==> src/rtl/core/sprq_pkg.sv <==
package sprq_pkg;

   localparam logic [1:0] MODE_INSERT = 2'd0;
   localparam logic [1:0] MODE_DELETE = 2'd1;
   localparam logic [1:0] MODE_PEEK   = 2'd2;

   localparam logic [1:0] STAT_OK    = 2'd0;
   localparam logic [1:0] STAT_EMPTY = 2'd1;
   localparam logic [1:0] STAT_FULL  = 2'd2;

   typedef logic        [1:0]  mode_type;
   typedef logic signed [31:0] value_type;
   typedef logic signed [15:0] prio_type;
   typedef logic        [1:0]  status_type;
   typedef logic        [4:0]  occ_type;

   typedef struct packed {
      logic load_req;
      logic scan_read;
      logic shift_write;
      logic place_write;
      logic take_head;
      logic load_rsp;
   } cmd_type;

   typedef struct packed {
      logic go_scan;
      logic go_head;
      logic cur_zero;
      logic rd_greater;
   } sts_type;

endpackage

==> src/rtl/core/sprq_if.sv <==
interface sprq_req_if;
   import sprq_pkg::*;

   logic      valid;
   logic      ready;
   mode_type  mode;
   value_type item_value;
   prio_type  item_priority;

   modport source (output valid, output mode, output item_value, output item_priority,
                   input ready);
   modport sink (input valid, input mode, input item_value, input item_priority,
                 output ready);
endinterface

interface sprq_rsp_if;
   import sprq_pkg::*;

   logic       valid;
   logic       ready;
   value_type  head_value;
   status_type status;
   occ_type    occupancy;

   modport source (output valid, output head_value, output status, output occupancy,
                   input ready);
   modport sink (input valid, input head_value, input status, input occupancy,
                 output ready);
endinterface

==> src/rtl/core/sorted_priority_queue_core.sv <==
// Bounded priority queue kept sorted by ascending priority number (lower number leaves
// first, equal numbers in arrival order), held in a circular memory of CAPACITY entries
// with one write and one registered read port. One operation word is taken at a time
// and answered by one word. Delete and peek read the head before they respond; a refused
// insert, an empty delete/peek or the unused mode code respond without a memory access.
// An insert walks back from the tail, reading each stored entry with a larger priority
// number through the memory's registered read port and moving it up one place, then
// writes the new entry into the freed slot. Occupancy is reported modulo 32.
module sorted_priority_queue_core #(
   parameter int CAPACITY = 16
) (
   input logic         clock,
   input logic         reset,
   sprq_req_if.sink    req_ch,
   sprq_rsp_if.source  rsp_ch
);
   import sprq_pkg::*;

   cmd_type cmd;
   sts_type sts;

   sprq_ctrl u_ctrl (
      .clock     (clock),
      .reset     (reset),
      .req_valid (req_ch.valid),
      .req_ready (req_ch.ready),
      .rsp_ready (rsp_ch.ready),
      .rsp_valid (rsp_ch.valid),
      .sts       (sts),
      .cmd       (cmd)
   );

   sprq_dpath #(
      .CAPACITY (CAPACITY)
   ) u_dpath (
      .clock      (clock),
      .reset      (reset),
      .cmd        (cmd),
      .sts        (sts),
      .req_mode   (req_ch.mode),
      .req_value  (req_ch.item_value),
      .req_prio   (req_ch.item_priority),
      .rsp_value  (rsp_ch.head_value),
      .rsp_status (rsp_ch.status),
      .rsp_occ    (rsp_ch.occupancy)
   );

endmodule

==> src/rtl/core/sprq_ctrl.sv <==
module sprq_ctrl (
   input  logic              clock,
   input  logic              reset,
   input  logic              req_valid,
   output logic              req_ready,
   input  logic              rsp_ready,
   output logic              rsp_valid,
   input  sprq_pkg::sts_type sts,
   output sprq_pkg::cmd_type cmd
);
   import sprq_pkg::*;

   localparam logic [2:0] S_IDLE = 3'd0;
   localparam logic [2:0] S_SCAN = 3'd1;
   localparam logic [2:0] S_CMP  = 3'd2;
   localparam logic [2:0] S_HEAD = 3'd3;
   localparam logic [2:0] S_FIN  = 3'd4;

   logic [2:0] state_ff;
   logic [2:0] state_in;
   logic       rsp_valid_ff;
   logic       rsp_valid_in;

   always_comb begin
      cmd          = '0;
      state_in     = state_ff;
      rsp_valid_in = rsp_valid_ff && !rsp_ready;
      case (state_ff)
         S_IDLE: begin
            if (req_valid) begin
               cmd.load_req = 1'b1;
               if (sts.go_scan) begin
                  state_in = S_SCAN;
               end else if (sts.go_head) begin
                  state_in = S_HEAD;
               end else begin
                  state_in = S_FIN;
               end
            end
         end
         S_SCAN: begin
            if (sts.cur_zero) begin
               cmd.place_write = 1'b1;
               state_in        = S_FIN;
            end else begin
               cmd.scan_read = 1'b1;
               state_in      = S_CMP;
            end
         end
         S_CMP: begin
            if (sts.rd_greater) begin
               cmd.shift_write = 1'b1;
               state_in        = S_SCAN;
            end else begin
               cmd.place_write = 1'b1;
               state_in        = S_FIN;
            end
         end
         S_HEAD: begin
            cmd.take_head = 1'b1;
            state_in      = S_FIN;
         end
         S_FIN: begin
            if (!rsp_valid_ff || rsp_ready) begin
               cmd.load_rsp = 1'b1;
               rsp_valid_in = 1'b1;
               state_in     = S_IDLE;
            end
         end
         default: begin
            state_in = S_IDLE;
         end
      endcase
   end

   always_ff @(posedge clock) begin
      if (reset) begin
         state_ff     <= S_IDLE;
         rsp_valid_ff <= 1'b0;
      end else begin
         state_ff     <= state_in;
         rsp_valid_ff <= rsp_valid_in;
      end
   end

   assign req_ready = (state_ff == S_IDLE);
   assign rsp_valid = rsp_valid_ff;

   a_one_write: assert property (@(posedge clock) disable iff (reset)
      $onehot0({cmd.shift_write, cmd.place_write, cmd.take_head}))
      else $error("overlapping datapath writes");

   a_rsp_loaded: assert property (@(posedge clock) disable iff (reset)
      cmd.load_rsp |=> rsp_valid)
      else $error("word loaded but not presented");

endmodule

==> src/rtl/core/sprq_dpath.sv <==
module sprq_dpath #(
   parameter int CAPACITY = 16
) (
   input  logic                 clock,
   input  logic                 reset,
   input  sprq_pkg::cmd_type    cmd,
   output sprq_pkg::sts_type    sts,
   input  sprq_pkg::mode_type   req_mode,
   input  sprq_pkg::value_type  req_value,
   input  sprq_pkg::prio_type   req_prio,
   output sprq_pkg::value_type  rsp_value,
   output sprq_pkg::status_type rsp_status,
   output sprq_pkg::occ_type    rsp_occ
);
   import sprq_pkg::*;

   localparam int AW = $clog2(CAPACITY);
   localparam int CW = $clog2(CAPACITY + 1);
   localparam logic [AW:0]   CAP_W   = (AW + 1)'(CAPACITY);
   localparam logic [CW-1:0] CAP_C   = CW'(CAPACITY);
   localparam logic [AW-1:0] HD_LAST = AW'(CAPACITY - 1);

   value_type mem_value [CAPACITY];
   prio_type  mem_prio  [CAPACITY];

   logic [CW-1:0] count_ff;
   logic [AW-1:0] hd_ff;
   logic [CW-1:0] cur_ff;
   value_type     new_value_ff;
   prio_type      new_prio_ff;
   logic          del_ff;
   value_type     rd_value_ff;
   prio_type      rd_prio_ff;
   value_type     res_value_ff;
   status_type    res_status_ff;
   value_type     head_value_ff;
   status_type    status_ff;
   occ_type       occ_ff;

   logic          full;
   logic          empty;
   logic          req_insert;
   logic          req_head;
   logic [CW-1:0] cur_dec;
   logic [AW-1:0] rd_addr;
   logic [AW-1:0] wr_addr;
   logic          wr_en;
   value_type     wr_value;
   prio_type      wr_prio;
   status_type    req_status;

   function automatic logic [AW-1:0] phys(input logic [AW-1:0] base, input logic [AW-1:0] off);
      logic [AW:0] sum;
      sum = {1'b0, base} + {1'b0, off};
      if (sum >= CAP_W) begin
         sum = sum - CAP_W;
      end
      return sum[AW-1:0];
   endfunction

   assign full       = (count_ff == CAP_C);
   assign empty      = (count_ff == '0);
   assign req_insert = (req_mode == MODE_INSERT);
   assign req_head   = (req_mode == MODE_DELETE) || (req_mode == MODE_PEEK);
   assign cur_dec    = cur_ff - 1'b1;

   assign sts.go_scan    = req_insert && !full;
   assign sts.go_head    = req_head && !empty;
   assign sts.cur_zero   = (cur_ff == '0);
   assign sts.rd_greater = (rd_prio_ff > new_prio_ff);

   always_comb begin
      if (req_insert && full) begin
         req_status = STAT_FULL;
      end else if (req_head && empty) begin
         req_status = STAT_EMPTY;
      end else begin
         req_status = STAT_OK;
      end
   end

   assign rd_addr  = cmd.scan_read ? phys(hd_ff, cur_dec[AW-1:0]) : hd_ff;
   assign wr_addr  = phys(hd_ff, cur_ff[AW-1:0]);
   assign wr_en    = cmd.shift_write || cmd.place_write;
   assign wr_value = cmd.shift_write ? rd_value_ff : new_value_ff;
   assign wr_prio  = cmd.shift_write ? rd_prio_ff : new_prio_ff;

   always_ff @(posedge clock) begin
      if (wr_en) begin
         mem_value[wr_addr] <= wr_value;
         mem_prio[wr_addr]  <= wr_prio;
      end
      rd_value_ff <= mem_value[rd_addr];
      rd_prio_ff  <= mem_prio[rd_addr];
   end

   always_ff @(posedge clock) begin
      if (reset) begin
         count_ff <= '0;
         hd_ff    <= '0;
      end else begin
         if (cmd.place_write) begin
            count_ff <= count_ff + 1'b1;
         end
         if (cmd.take_head && del_ff) begin
            count_ff <= count_ff - 1'b1;
            hd_ff    <= (hd_ff == HD_LAST) ? '0 : hd_ff + 1'b1;
         end
      end
   end

   always_ff @(posedge clock) begin
      if (cmd.load_req) begin
         new_value_ff  <= req_value;
         new_prio_ff   <= req_prio;
         del_ff        <= (req_mode == MODE_DELETE);
         cur_ff        <= count_ff;
         res_value_ff  <= '0;
         res_status_ff <= req_status;
      end
      if (cmd.shift_write) begin
         cur_ff <= cur_dec;
      end
      if (cmd.take_head) begin
         res_value_ff <= rd_value_ff;
      end
      if (cmd.load_rsp) begin
         head_value_ff <= res_value_ff;
         status_ff     <= res_status_ff;
         occ_ff        <= 5'(count_ff);
      end
   end

   assign rsp_value  = head_value_ff;
   assign rsp_status = status_ff;
   assign rsp_occ    = occ_ff;

   a_count_bound: assert property (@(posedge clock) disable iff (reset)
      count_ff <= CAP_C)
      else $error("count above capacity");

   a_insert_count: assert property (@(posedge clock) disable iff (reset)
      cmd.place_write |=> count_ff == $past(count_ff) + 1'b1)
      else $error("insert did not advance count");

   a_head_nonempty: assert property (@(posedge clock) disable iff (reset)
      cmd.take_head |-> count_ff != '0)
      else $error("head taken from empty queue");

endmodule
==> src/flat_wrapper.sv <==
// flat-port wrapper written by rule: the top's interface ports become plain ports
module sorted_priority_queue_core_flat import sprq_pkg::*;
#(
   parameter int CAPACITY = 16
)
  (clock, reset, req_ch_valid, req_ch_mode, req_ch_item_value, req_ch_item_priority, req_ch_ready, rsp_ch_valid, rsp_ch_head_value, rsp_ch_status, rsp_ch_occupancy, rsp_ch_ready);
  sprq_req_if req_ch_i ();
  sprq_rsp_if rsp_ch_i ();
  input logic clock;
  input logic reset;
  input wire logic [$bits(req_ch_i.valid)-1:0] req_ch_valid;
  input wire logic [$bits(req_ch_i.mode)-1:0] req_ch_mode;
  input wire logic [$bits(req_ch_i.item_value)-1:0] req_ch_item_value;
  input wire logic [$bits(req_ch_i.item_priority)-1:0] req_ch_item_priority;
  output wire logic [$bits(req_ch_i.ready)-1:0] req_ch_ready;
  output wire logic [$bits(rsp_ch_i.valid)-1:0] rsp_ch_valid;
  output wire logic [$bits(rsp_ch_i.head_value)-1:0] rsp_ch_head_value;
  output wire logic [$bits(rsp_ch_i.status)-1:0] rsp_ch_status;
  output wire logic [$bits(rsp_ch_i.occupancy)-1:0] rsp_ch_occupancy;
  input wire logic [$bits(rsp_ch_i.ready)-1:0] rsp_ch_ready;
  assign req_ch_i.valid = req_ch_valid;
  assign req_ch_i.mode = req_ch_mode;
  assign req_ch_i.item_value = req_ch_item_value;
  assign req_ch_i.item_priority = req_ch_item_priority;
  assign req_ch_ready = req_ch_i.ready;
  assign rsp_ch_valid = rsp_ch_i.valid;
  assign rsp_ch_head_value = rsp_ch_i.head_value;
  assign rsp_ch_status = rsp_ch_i.status;
  assign rsp_ch_occupancy = rsp_ch_i.occupancy;
  assign rsp_ch_i.ready = rsp_ch_ready;
  sorted_priority_queue_core #(.CAPACITY(CAPACITY)) u_core (.clock(clock), .reset(reset), .req_ch(req_ch_i), .rsp_ch(rsp_ch_i));
endmodule
==> config.mk <==
export PLATFORM = sky130hd
export DESIGN_NAME = sorted_priority_queue_core_flat
export DESIGN_NICKNAME = d
export VERILOG_FILES = /design/src/rtl/core/sprq_pkg.sv /design/src/rtl/core/sprq_if.sv /design/src/rtl/core/sorted_priority_queue_core.sv /design/src/rtl/core/sprq_ctrl.sv /design/src/rtl/core/sprq_dpath.sv /design/src/flat_wrapper.sv
export SDC_FILE = /design/constraint.sdc
export NUM_CORES = 1
export LEC_CHECK = 0
export BUFFER_PORTS_ARGS = -buffer_cell sky130_fd_sc_hd__buf_4
export CORE_MARGIN = 2
export CORE_UTILIZATION = 35
export CTS_CLUSTER_SIZE = 12
export DETAILED_ROUTE_END_ITERATION = 8
export GPL_ROUTABILITY_DRIVEN = 0
export PLACE_DENSITY_LB_ADDON = 0.3
export SYNTH_ARGS = -nofsm -noshare
export SYNTH_HDL_FRONTEND = slang
export SYNTH_SLANG_ARGS = --single-unit
export TNS_END_PERCENT = 50
==> constraint.sdc <==
create_clock -name clock -period 5.7 [get_ports clock]
set_input_delay 0.285 -clock clock [delete_from_list [all_inputs] [get_ports clock]]
set_output_delay 0.285 -clock clock [all_outputs]
set_load 0.03 [all_outputs]
* Word level (Yosys, flattened, before mapping)
Memory sizes are Yosys's and may differ from the RTL's. A register that Yosys moved wholly into a read port is not among the register bits.
Cells that the tools add are included.
** Storage, ports and cells
- Register bits after elaboration :: 140
- RAM bits :: 768
- Input bits :: 54
- Logic and storage cells :: 93
- Memories :: 2
** Cells by class
- $add $sub $neg :: 8
- Magnitude comparators :: 3
- Eq/ne operators :: 10
- Mux-type cells :: 36
- Reductions and logical operators :: 21
** Memory list
- u_core.u_dpath.mem_value :: depth 16, width 32, rd ports 1, clocked after memory_dff 1, write ports 1, RTL line sprq_dpath.sv:23 : value_type mem_value [CAPACITY];
- u_core.u_dpath.mem_prio :: depth 16, width 16, rd ports 1, clocked after memory_dff 1, write ports 1, RTL line sprq_dpath.sv:24 : prio_type mem_prio [CAPACITY];
** Operator list (number)
- $mux 32 :: 3
- $mux 5 :: 4
- $mux 3 :: 6
- $gt 16x16->1 :: 1
- $mux 1 :: 16
- $mux 16 :: 1
- $mux 4 :: 4
- $pmux 3 s5 :: 1
- $add 4x4->5 :: 2
- $ge 5x5->1 const B :: 2
- $logic_not 5->1 :: 2
- $sub 5x1->5 const B :: 2
- $sub 4x1->4 const B :: 2
- $eq 3x2->1 const B :: 2
- $logic_and 1x1->1 :: 6
- $reduce_bool 2->1 :: 3
- $add 5x1->5 const B :: 1
- $eq 5x5->1 const B :: 1
- $add 4x1->4 const B :: 1
- $eq 4x4->1 const B :: 1
- $logic_not 1->1 :: 4
- $ne 2x2->1 const B :: 2
- $eq 3x1->1 const B :: 1
- $eq 3x3->1 const B :: 1
- 7 further kinds :: 9

* Depth between registers and ports, before layout
Gate-level depths: netlist of the first run.
- Depth after elaboration :: 7
- Gate-level depth with buffers :: 12
- Gate-level depth less buffers :: 10

* Modules after synthesis
From an unflattened synthesis of the first run, not the netlist that was laid out.
** Unflattened totals
- Cells, all modules :: 2430
- Area total of the unflattened synthesis :: 37382.1 um2
** Modules (own cells, without submodules)
- sprq_dpath :: times used 1, cells an instance 2397, area each 37095.6 um2
- sprq_ctrl :: times used 1, cells an instance 33, area each 286.5 um2

* Worst setup path after synthesis of the first run
OpenSTA, ideal clock, no wires.
- Path type :: register -> register
- Start :: register u_core.u_dpath.cur_ff[1]
- End :: memory u_core.u_dpath.mem_prio[3][0] (netlist name), enable pin
- Data arrival time :: 3995 ps
- Required time :: 5246 ps
- Slack :: 1251 ps
- Stages on the path, launching flop included :: 8
- Buffers on the path :: 0
- Clock period less this slack :: 4449 ps
- Cells stage by stage :: edfxtp_1 > inv_1 > ha_1 > nor4b_4 > nand3_1 > a21oi_1 > or3b_2 > nor2_1
** Between the ends
- Cells in the longest elaborated chain, start to end :: 6
- Elaborated cells on any way between the ends :: 10
- Those cells by class :: add/sub (2); order compare (1); mux (5); reduce/logical (2)
** Ends and longest elaborated chain
- start, declared :: RTL line sprq_dpath.sv:28 : logic [CW-1:0] cur_ff;
- start signal, assigned :: RTL line sprq_dpath.sv:117 : cur_ff <= count_ff;
- start signal, assigned :: RTL line sprq_dpath.sv:122 : cur_ff <= cur_dec;
- parallel branches: the longest is 6 deep, another holds $add 4x4->5
- end, declared :: RTL line sprq_dpath.sv:24
Parallel ways; which one is timed is not known.

* Final worst setup path of the first run
- Start :: register u_core.u_dpath.cur_ff[0]
- End :: register u_core.u_dpath.rd_prio_ff[10], read port of u_core.u_dpath.mem_prio
** Between the ends
- Cells in the longest elaborated chain, start to end :: 5
- Elaborated cells on any way between the ends :: 9
- Those cells by class :: add/sub (3); order compare (1); mux (4); reduce/logical (1)
** Ends and longest elaborated chain
- $sub 5x1->5 :: RTL line sprq_dpath.sv:65 : assign cur_dec = cur_ff - 1'b1;
- $add 4x4->5 :: RTL line sprq_dpath.sv:54 : sum = {1'b0, base} + {1'b0, off};
- $sub 4x1->4 / $ge 5x5->1 (equally long branches) :: RTL line sprq_dpath.sv:56, sprq_dpath.sv:55
- $mux 4 :: RTL line sprq_dpath.sv:55 : if (sum >= CAP_W) begin
- $mux 4 * :: RTL line sprq_dpath.sv:82 : assign rd_addr = cmd.scan_read ? phys(hd_ff, cur_dec[AW-1:0]) : hd_ff;
- end, declared :: RTL line sprq_dpath.sv:33 : prio_type rd_prio_ff;
Mark *: on every way between the ends. The rest lies on a longest branch, timed or not.
A chain may end at the register's enable or synchronous reset.

==> results of run 1 <==
power breakdown:
part | internal, mW | total, mW | leakage [nW] | switching (mW)
sequential | 7.79 | 7.83 | 8.64 | 0.0408
combinational | 0.222 | 0.625 | 5.15 | 0.403
clock | 3.76 | 6.52 | 1.62 | 2.77
total | 11.8 | 15.0 | 15.4 | 3.21
sequential cells by signal, indices dropped and copies added, names as in the netlist, 3 cells and up:
signal and count:
u_core.u_dpath.mem_value 512, u_core.u_dpath.new_prio_ff 16, u_core.u_dpath.rsp_occ 5, u_core.u_dpath.res_value_ff 32, u_core.u_dpath.cur_ff 5, u_core.u_dpath.new_value_ff 32
u_core.u_dpath.rd_prio_ff 16, u_core.u_dpath.rsp_value 32, u_core.u_dpath.hd_ff 4, u_core.u_ctrl.state_ff 3, u_core.u_dpath.mem_prio 256, u_core.u_dpath.rd_value_ff 32
u_core.u_dpath.count_ff 5
synthesized netlist by cell type (all sizes together), types with 6 or more instances:
cell type	count
and3	36
nand3	9
nand2	210
buf	60
a21oi	22
mux2	485
o31ai	50
mux2i	199
inv	34
nor3	6
nor2	37
o2111ai	51
ha	29
nand2b	6
o211ai	101
clkbuf	118
a32oi	47
xor2	9
dfxtp	61
o22ai	96
nor2b	8
edfxtp	895
cell families (layout without fill, tap and decap cells):
kind of cell	after synthesis	in the layout	share of synthesized area [%]
xor+xnor	14	14	0.2958
simple gates	337	337	3.671
mux	684	684	18.04
buf+inv	212	425	2.243
compound gates	390	390	6.937
fa+ha+maj	32	32	1.020
flops	956	956	67.79
worst max-delay path, delay by kind of cell, from the launching register on:
kind / cells / cell delay [ns]
flops: 1 / 0.40
simple gates: 3 / 0.77
compound gates: 3 / 1.23
fa+ha+maj: 1 / 0.26
buf+inv: 3 / 1.38
placed cells by master, fill, tap and decap left out, drive strengths merged, types with 9 or more instances in the layout:
cell,instances
nand3,9
dlygate4sd3,53
and3,36
nor2,37
dfxtp,61
a32oi,47
buf,147
clkinv,34
mux2,485
o31ai,50
mux2i,199
o22ai,96
ha,29
o211ai,101
xor2,9
clkbuf,146
a21oi,22
inv,38
o2111ai,51
nand2,210
edfxtp,895
per-layer routing:
metal	part of all wire, %	global-route usage (%)
met2	48	31.81
met1	44	25.09
met3	5.6	2.942
met5	0	0
met4	2.7	6.034
worst paths after layout:
| path | to | start | cells after the start | slack, ns |
|---|---|---|---|---|
| max | u_core.u_dpath.rd_prio_ff[10]$_DFF_P_ | u_core.u_dpath.cur_ff[0]$_DFFE_PP_ | 10 | 1.43 |
| min | u_core.u_ctrl.state_ff[1]$_SDFFE_PP0P_ | req_ch_valid | 4 | 0.06 |
| max reg2reg | u_core.u_dpath.rd_prio_ff[10]$_DFF_P_ | u_core.u_dpath.cur_ff[0]$_DFFE_PP_ | 10 | 1.43 |
| min reg2reg | u_core.u_dpath.rsp_value[31]$_DFFE_PP_ | u_core.u_dpath.res_value_ff[31]$_SDFFCE_PP0P_ | 0 | 0.42 |
per-stage QoR:
stage | utilization [%] | std cells
floorplan | - | 2625
global placement | 37.40 | 4130
detailed placement | 37.40 | 4130
CTS | 40.65 | 4374
global route | 40.65 | 4374
finish | 40.65 | 4374
layout make-up:
class,count,area share [%]
Clock buffer,146,6.022
Clock inverter,45,0.8599
Inverter,34,0.2692
Multi-Input combinational cell,1457,26.43
Sequential cell,956,58.70
Tap cell,1536,4.015
Timing Repair Buffer,200,3.701
==> summary.md, run 1 <==
| Metric | Value |
|---|---|
| Outcome | `complete, no violations` |
| Worst path max stage delay | `0.90 ns` |
| Antenna diodes | `0` |
| Syn nets | `about 2700` |
| Rows | `126` |
| GRT overflow | `0` |
| Routed wire length | `117000 um` |
| Maximum buffer depth of the clock tree | `3` |
| Port Buffer Count | `94` |
| Slowest cell on the critical path | `buf_4` |
| Fillers | `10540` |
| Synthesis-to-finish area growth | `15.50%` |
| Setup CP Type | `reg -> reg` |
| Syn Area/Cell | `15.79 um2` |
| Antenna violations before repair | `0` |
| Primary FF master, synth | `edfxtp_1` |
| Tightest Pin Transition | `1.422 ns` |
| Slew headroom | `5.218%` |
| Post-Syn Area | `41450 um2` |
| Final HPWL DP | `59610 um` |
| Clock root buffer master | `clkbuf_16` |
| Static Leakage | `between 15 and 20 nW` |
| Setup TNS | `0 ns` |
| Post-synth EDFFs | `slightly below 900` |
| Placed cell areas | `44050 um2` |
| Fin. Hold Viols | `0` |
| First-pass GRT wire length | `168600 um` |
| Final clock skew | `around 0.034 ns` |
| Setup violations, final | `0` |
| Die footprint | `121200 um2` |
| Total Routing Usage GR | `a little under a fifth` |
| Initial DRC Count | `1934` |
| Post-CTS Setup Repair Bufs | `0` |
| Tot Pwr | `14.98 mW` |
| Die Wd | `348.1 um` |
| Synth area leaders | `edfxtp_1, mux2_2, mux2i_1` |
| Largest net degree at the start of global routing | `94` |
| Max frequency | `234.3 MHz` |
| CTS HTree Levels | `3` |
| CP Max Fanout | `93` |
| Core area | `117800 um2` |
| WL/cell | `26.75 um` |
| Fin crit share | `74.86%` |
| Vias | `24320` |
| Yosys warns | `0` |
| CTS Buf Count | `105` |
| Fin area | `47870 um2` |
| Yosys cell types | `55` |
| Hold_ws | `0.05985 ns` |
| Worst Setup End Kind | `flip-flop` |
| Fin crit period | `between 4 and 5 ns` |
| Initial Util | `35.19%` |
| Register area | `approximately 28000 um2` |
| Nets | `2840` |
| Worst-path clk slew | `0.07 ns` |
| Setup Slack @ Placement | `1.507 ns` |
| Cells after synthesis | `2625` |
| WP data arrival | `4.82 ns` |
| Max-cap violations | `0` |
| Number of global-route vias before repair | `24830` |
| Number of detailed-route iterations in the first pass | `5` |
| Power Dens Cells | `312.9 nW/um2` |
| CTS tree | `done` |
| Share of layout cells above drive strength 1 | `28.47%` |
| Post-synthesis sequential area ratio | `67.79%` |
| Area of the multi-input gates | `12650 um2` |
| Drt drc | `0` |
| Critical Path RT | `roughly 6.3 ns` |
| Worst skew pair latency | `around 0.70 ns` |
| Worst vdd ir | `0.0002191 V` |
| Synth Register Bits | `between 900 and 1000` |
| Share of the synthesized area in the top cell type | `64.84%` |
| Final worst slack | `1.433 ns` |
| Min-delay worst type | `in -> reg` |
| Post-synth top area cell | `edfxtp_1` |
| Async S/R FF share, synth | `0%` |
| Startpoint Class | `flip-flop` |
| Num Clock Sinks | `approximately 960` |
| Vias per cell | `5.561` |
| CTS Hold Bufs | `53` |
| Worst path cell trace | `inv_1 > ha_1 > nor4b_4 > nor3_4 > buf_4 > nor3b_1 > a21oi_4 > buf_12 > o22ai_1 > o31ai_1` |
| Die height | `348.1 um` |
| Top Ports | `95` |
| Post-DRT Antenna Nets | `0` |
| Post-CTS resize count | `0` |
| RSZ-0062 raised after global routing | `false` |
| Slew Viols, Final | `0` |
Power figures use the tool's default switching activity.
==> inputs of run 2 (changes only) <==
clock period = 4.1 ns   (was 5.7 ns; I/O delays follow)
==> summary.md, run 2 (same netlist as run 1, synthesis figures left out) <==
| Metric | Value |
|---|---|
| Max frequency | `between 200 and 300 MHz` |
| Worst skew pair latency | `approximately 0.7 ns` |
| Worst-path clk slew | `0.06 ns` |
| Antenna violations before repair | `1` |
| Die height | `348.1 um` |
| Share of layout cells above drive strength 1 | `29.31%` |
| Outcome | `complete, no violations` |
| Tot Pwr | `around 21 mW` |
| Number of global-route vias before repair | `24990` |
| Power Dens Cells | `431.6 nW/um2` |
| Top Ports | `95` |
| WP data arrival | `4.25 ns` |
| Port Buffer Count | `94` |
| Final HPWL DP | `62750 um` |
| Fin crit share | `95.05%` |
| Commonest non-fill, non-tap cell in the layout | `edfxtp_1` |
| Min-delay worst type | `in -> reg` |
| Post-CTS resize count | `0` |
| M1 WL | `50870 um` |
| RSZ-0062 raised after global routing | `false` |
| Fin crit period | `3.897 ns` |
| Nets | `2871` |
| CP Max Fanout | `20` |
| Hold_ws | `0.09025 ns` |
| WP buf/inv | `2` |
| Core area | `117800 um2` |
| CTS Buf Count | `105` |
| Drt drc | `0` |
| Number of detailed-route iterations in the first pass | `6` |
| Clock root buffer master | `clkbuf_16` |
| Die Wd | `348.1 um` |
| First-pass GRT wire length | `169100 um` |
| Largest net degree at the start of global routing | `~150` |
| Slowest cell on the critical path | `or4_4` |
| Worst path max stage delay | `0.62 ns` |
| CTS HTree Levels | `3` |
| Number of flip-flops in the largest register | `512` |
| Fillers | `roughly 10000` |
| Slew headroom | `a little under a quarter` |
| Fin. Hold Viols | `0` |
| Routed wl met3 | `6573 um` |
| Worst Setup End Kind | `flip-flop` |
| Maximum buffer depth of the clock tree | `3` |
| Antenna diodes | `0` |
| CTS tree | `done` |
| Biggest register | `u_core.u_dpath.mem_value` |
| Rows | `126` |
| Startpoint Class | `flip-flop` |
| Commonest non-fill, non-tap cells in the layout | `edfxtp_1, mux2_2, nand2_1, mux2i_1, buf_4` |
| Routed wire length | `117900 um` |
| Die footprint | `about 120000 um2` |
| WL met2 | `~57000 um` |
| CP top delay family | `simple AND/OR/NAND/NOR gates` |
| Setup CP Type | `reg -> reg` |
| Vias | `between 20000 and 25000` |
| Top Metal Used | `met4` |
| Setup TNS | `0 ns` |
| Slew Viols, Final | `0` |
| Tightest Pin Transition | `approximately 1.1 ns` |
| Initial DRC Count | `2156` |
| Static Leakage | `15.73 nW` |
| Total Routing Usage GR | `19.02%` |
| WL/cell | `approximately 27 um` |
| Max-cap violations | `0` |
| Worst vdd ir | `between 0.0003 and 0.0004 V` |
| Finished Core Util | `about two fifths` |
| Post-CTS Setup Repair Bufs | `0` |
| Final clock skew | `roughly 0.040 ns` |
| GRT overflow | `0` |
| Critical Path RT | `4.45 ns` |
| Biggest regs | `u_core.u_dpath.mem_value x512, u_core.u_dpath.mem_prio x256` |
| Synthesis-to-finish area growth | `17.31%` |
| Worst path cell trace | `inv_1 > ha_1 > nand4_1 > or4_4 > a21oi_1 > or4_1 > mux2i_4 > buf_4 > mux2_1` |
| Initial Util | `35.19%` |
| Post-DRT Antenna Nets | `0` |
| Num Clock Sinks | `956` |
| Setup violations, final | `0` |
| Vias per cell | `5.542` |
[run 2: layout make-up]
cell class / count / area (um2) / share of cell area (%)
Inverter: 34 / 128.9 / 0.2650
Timing Repair Buffer: 231 / 2407 / 4.951
Tap cell: 1536 / 1922 / 3.953
Multi-Input combinational cell: 1457 / 12650 / 26.01
Clock buffer: 158 / 3048 / 6.268
Sequential cell: 956 / 28100 / 57.80
Clock inverter: 40 / 367.9 / 0.7565
[run 2: through the flow]
| stage | instances | setup WS, ns | area (um2) |
|---|---|---|---|
| 2_1_floorplan | 2625 | -0.3486 | 41450 |
| 3_3_place_gp | 4160 | 0.4645 | 44670 |
| 3_5_place_dp | 4160 | 0.3105 | 44670 |
| 4_1_cts | 4412 | 0.2716 | 48620 |
| 5_1_grt | 4412 | 0.02027 | 48620 |
| 6_report | 4412 | 0.2030 | 48620 |
[run 2: layer usage]
metal / vias to the layer above / global-route usage [%]
met4: 0 / 6.582
met1: 12660 / 25.34
met3: 209 / 2.643
met2: 850 / 31.80
met5: - / 0
li1: 10730 / -
[run 2: worst register-to-register path, cell delays in order (launching register included)]
cell,delay [ns]
edfxtp_1,0.38
inv_1,0.05
ha_1,0.38
nand4_1,0.21
or4_4,0.63
a21oi_1,0.20
or4_1,0.33
mux2i_4,0.33
buf_4,0.42
mux2_1,0.61
[run 2: timing repair]
action | 4_1_cts | 5_1_grt
hold buffers | 54 | 0
setup endpoints to repair | 0 | 0
hold endpoints to repair | 61 | 0
[run 2: worst paths after layout]
check	slack, ns	start	cells past startpoint	to
setup reg to reg	0.20	u_core.u_dpath.new_prio_ff[15]$_DFFE_PP_	9	u_core.u_dpath.mem_value[10][7]$_DFFE_PP_
setup / recovery	0.20	u_core.u_dpath.new_prio_ff[15]$_DFFE_PP_	9	u_core.u_dpath.mem_value[10][7]$_DFFE_PP_
hold reg to reg	0.41	u_core.u_dpath.res_value_ff[14]$_SDFFCE_PP0P_	0	u_core.u_dpath.rsp_value[14]$_DFFE_PP_
hold / removal	0.09	req_ch_mode[1]	5	u_core.u_dpath.res_status_ff[0]$_SDFFCE_PP0P_
[run 2: report_power, final]
part           total (mW)  switching [mW]  leakage, nW  internal, mW
Combinational       0.879           0.557         5.41         0.321
Clock                9.22            3.89         1.68          5.34
Sequential           10.9          0.0557         8.64          10.8
Total                21.0            4.50         15.7          16.5
==> inputs of run 3 (changes only) <==
CORE_UTILIZATION = 51   (was 35)
==> summary.md, run 3 (same netlist as run 1, synthesis figures left out) <==
| Metric | Value |
|---|---|
| Critical Path RT | `~4.4 ns` |
| Fin crit share | `90.07%` |
| Max-cap violations | `0` |
| GRT overflow | `0` |
| Number of global-route vias before repair | `24980` |
| Nets | `2863` |
| Setup Slack @ Placement | `0.4140 ns` |
| RSZ-0062 raised after global routing | `false` |
| Vias | `24510` |
| Number of flip-flops in the largest register | `between 500 and 600` |
| Num Clock Sinks | `956` |
| Setup violations, final | `0` |
| WL/cell | `27.58 um` |
| Outcome | `complete, no violations` |
| CP Max Fanout | `16` |
| Worst Setup SP | `u_core.u_dpath.new_prio_ff[15]$_DFFE_PP_` |
| Total Routing Usage GR | `between 20% and 30%` |
| Worst-path clk slew | `0.06 ns` |
| Worst skew pair latency | `0.65 ns` |
| Antenna violations before repair | `0` |
| Share of layout cells above drive strength 1 | `between 20 and 30%` |
| Static Leakage | `15.57 nW` |
| Maximum buffer depth of the clock tree | `3` |
| WP buf/inv | `2` |
| Final HPWL DP | `56660 um` |
| Commonest non-fill, non-tap cell in the layout | `edfxtp_1` |
| Port Buffer Count | `94` |
| Worst Setup End Kind | `flip-flop` |
| Layout Cells excl Fill | `slightly below 4000` |
| Worst path cell trace | `inv_1 > ha_1 > nand4_1 > or4_4 > a21oi_1 > or4_1 > mux2i_4 > buf_4 > mux2_1` |
| Core area | `80550 um2` |
| Die height | `between 200 and 300 um` |
| Top Ports | `between 90 and 100` |
| Slowest cell on the critical path | `or4_4` |
| CTS Buf Count | `100` |
| Commonest non-fill, non-tap cells in the layout | `edfxtp_1, mux2_2, nand2_1, mux2i_1, buf_4` |
| Number of detailed-route iterations in the first pass | `5` |
| Slew headroom | `24.31%` |
| First-pass GRT wire length | `157500 um` |
| R2r setup slk | `between 0.4 and 0.5 ns` |
| Clock root buffer master | `clkbuf_16` |
| Min-delay worst type | `in -> reg` |
| Post-Place Cells | `around 3700` |
| Slew Viols, Final | `0` |
| Post-CTS resize count | `0` |
| Final worst slack | `~0.41 ns` |
| Worst vdd ir | `0.0003633 V` |
| Fin. Hold Viols | `0` |
| Startpoint Class | `flip-flop` |
| Drt drc | `0` |
| Die Wd | `289.1 um` |
| WP data arrival | `~4 ns` |
| Final clock skew | `~0.025 ns` |
| Crit path to | `u_core.u_dpath.mem_value[9][7]$_DFFE_PP_` |
| Die footprint | `83560 um2` |
| Rows | `between 100 and 150` |
| CTS HTree Levels | `3` |
| Largest net degree at the start of global routing | `126` |
| Reg-to-reg endpoint | `u_core.u_dpath.mem_value[9][7]$_DFFE_PP_` |
| Power Dens Cells | `427.7 nW/um2` |
| Critical path depth | `9` |
| Initial DRC Count | `2108` |
| Biggest regs | `u_core.u_dpath.mem_value x512, u_core.u_dpath.mem_prio x256` |
| Biggest register | `u_core.u_dpath.mem_value` |
| Routed wire length | `108200 um` |
| Post-DRT Antenna Nets | `0` |
| Vias per cell | `6.249` |
| Max frequency | `270.8 MHz` |
| Fin crit period | `3.693 ns` |
| Worst path max stage delay | `0.61 ns` |
| Tightest Pin Transition | `1.135 ns` |
| Synthesis-to-finish area growth | `15.13%` |
| Setup CP Type | `reg -> reg` |
| Worst reg2reg path depth | `9` |
| CTS tree | `done` |
| Initial Util | `between 50 and 60%` |
| Reg2reg start | `u_core.u_dpath.new_prio_ff[15]$_DFFE_PP_` |
| Antenna diodes | `0` |
| CP top delay family | `simple AND/OR/NAND/NOR gates` |
[run 3: changes by cell type in the layout (fill, tap and decap cells not counted), moves of 2 or more]
cell       before  now
clkinv_2       18    9
clkbuf_8       20   12
clkinv_16       2    0
buf_4         134  132
clkbuf_16     106  101
clkbuf_1       32   45
clkinv_8        2    0
[run 3: report_power, final]
| group | internal (mW) | leakage, nW | total, mW | switching, mW |
|---|---|---|---|---|
| logic | 0.321 | 5.40 | 0.865 | 0.544 |
| clock network | 5.04 | 1.53 | 8.67 | 3.63 |
| registers | 10.8 | 8.64 | 10.9 | 0.0516 |
[run 3: area by class of cell]
cell class              count  area, um2
inverters                  34      127.6
clock inverters            29      281.5
flip-flops and latches    956      28100
clock buffers             158       2861
multi-input cells        1457      12650
repair buffers            228       2372
fillers                  5878      32830
well taps                1060       1326
[run 3: how the worst min path moves through the flow]
stage | slack [ns] | to | from | cells after the start
6_report | 0.15 | u_core.u_dpath.res_status_ff[0]$_SDFFCE_PP0P_ | req_ch_mode[1] | 5
3_3_place_gp | 0.38 | u_core.u_dpath.new_value_ff[22]$_DFFE_PP_ | req_ch_item_value[22] | 1
4_1_cts | 0.13 | u_core.u_dpath.res_status_ff[0]$_SDFFCE_PP0P_ | req_ch_mode[1] | 5
3_5_place_dp | 0.38 | u_core.u_dpath.new_value_ff[10]$_DFFE_PP_ | req_ch_item_value[10] | 1
5_1_grt | 0.19 | u_core.u_dpath.res_status_ff[1]$_SDFFCE_PP1P_ | req_ch_mode[1] | 4
2_1_floorplan | 0.30 | u_core.u_dpath.new_prio_ff[0]$_DFFE_PP_ | req_ch_item_priority[0] | 0
[run 3: worst reg2reg max path, stage by stage, from the launching register on]
cell and delay (ns):
edfxtp_1 0.35, inv_1 0.06, ha_1 0.37, nand4_1 0.19
or4_4 0.61, a21oi_1 0.15, or4_1 0.33, mux2i_4 0.34
buf_4 0.38, mux2_1 0.59
[run 3: per-layer routing]
layer	wire length [um]	track usage (%)	vias to the layer above	share of wire, %
li1	-	-	10710	-
met2	54290	44.86	1052	50
met3	6918	3.685	246	6.4
met4	4008	9.871	0	3.7
met5	0	0	-	0
met1	42970	32.81	12500	40
[run 3: stage by stage]
stage               setup TNS [ns]  instance area [um2]  hold WS (ns)  utilization (%)  power (mW)
finish                           0                47720        0.1497            59.24       20.41
global placement                 0                44030        0.3840            54.67       11.87
detailed placement               0                44030        0.3844            54.67       11.90
CTS                              0                47720        0.1254            59.24       20.53
global route                     0                47720        0.1944            59.24       20.97
floorplan                   -96.88                41450        0.3039                -       11.58
[run 3: what timing repair did]
item,CTS,global route
hold endpoints to repair,60,0
hold buffers,54,0
buffers inserted,0,0
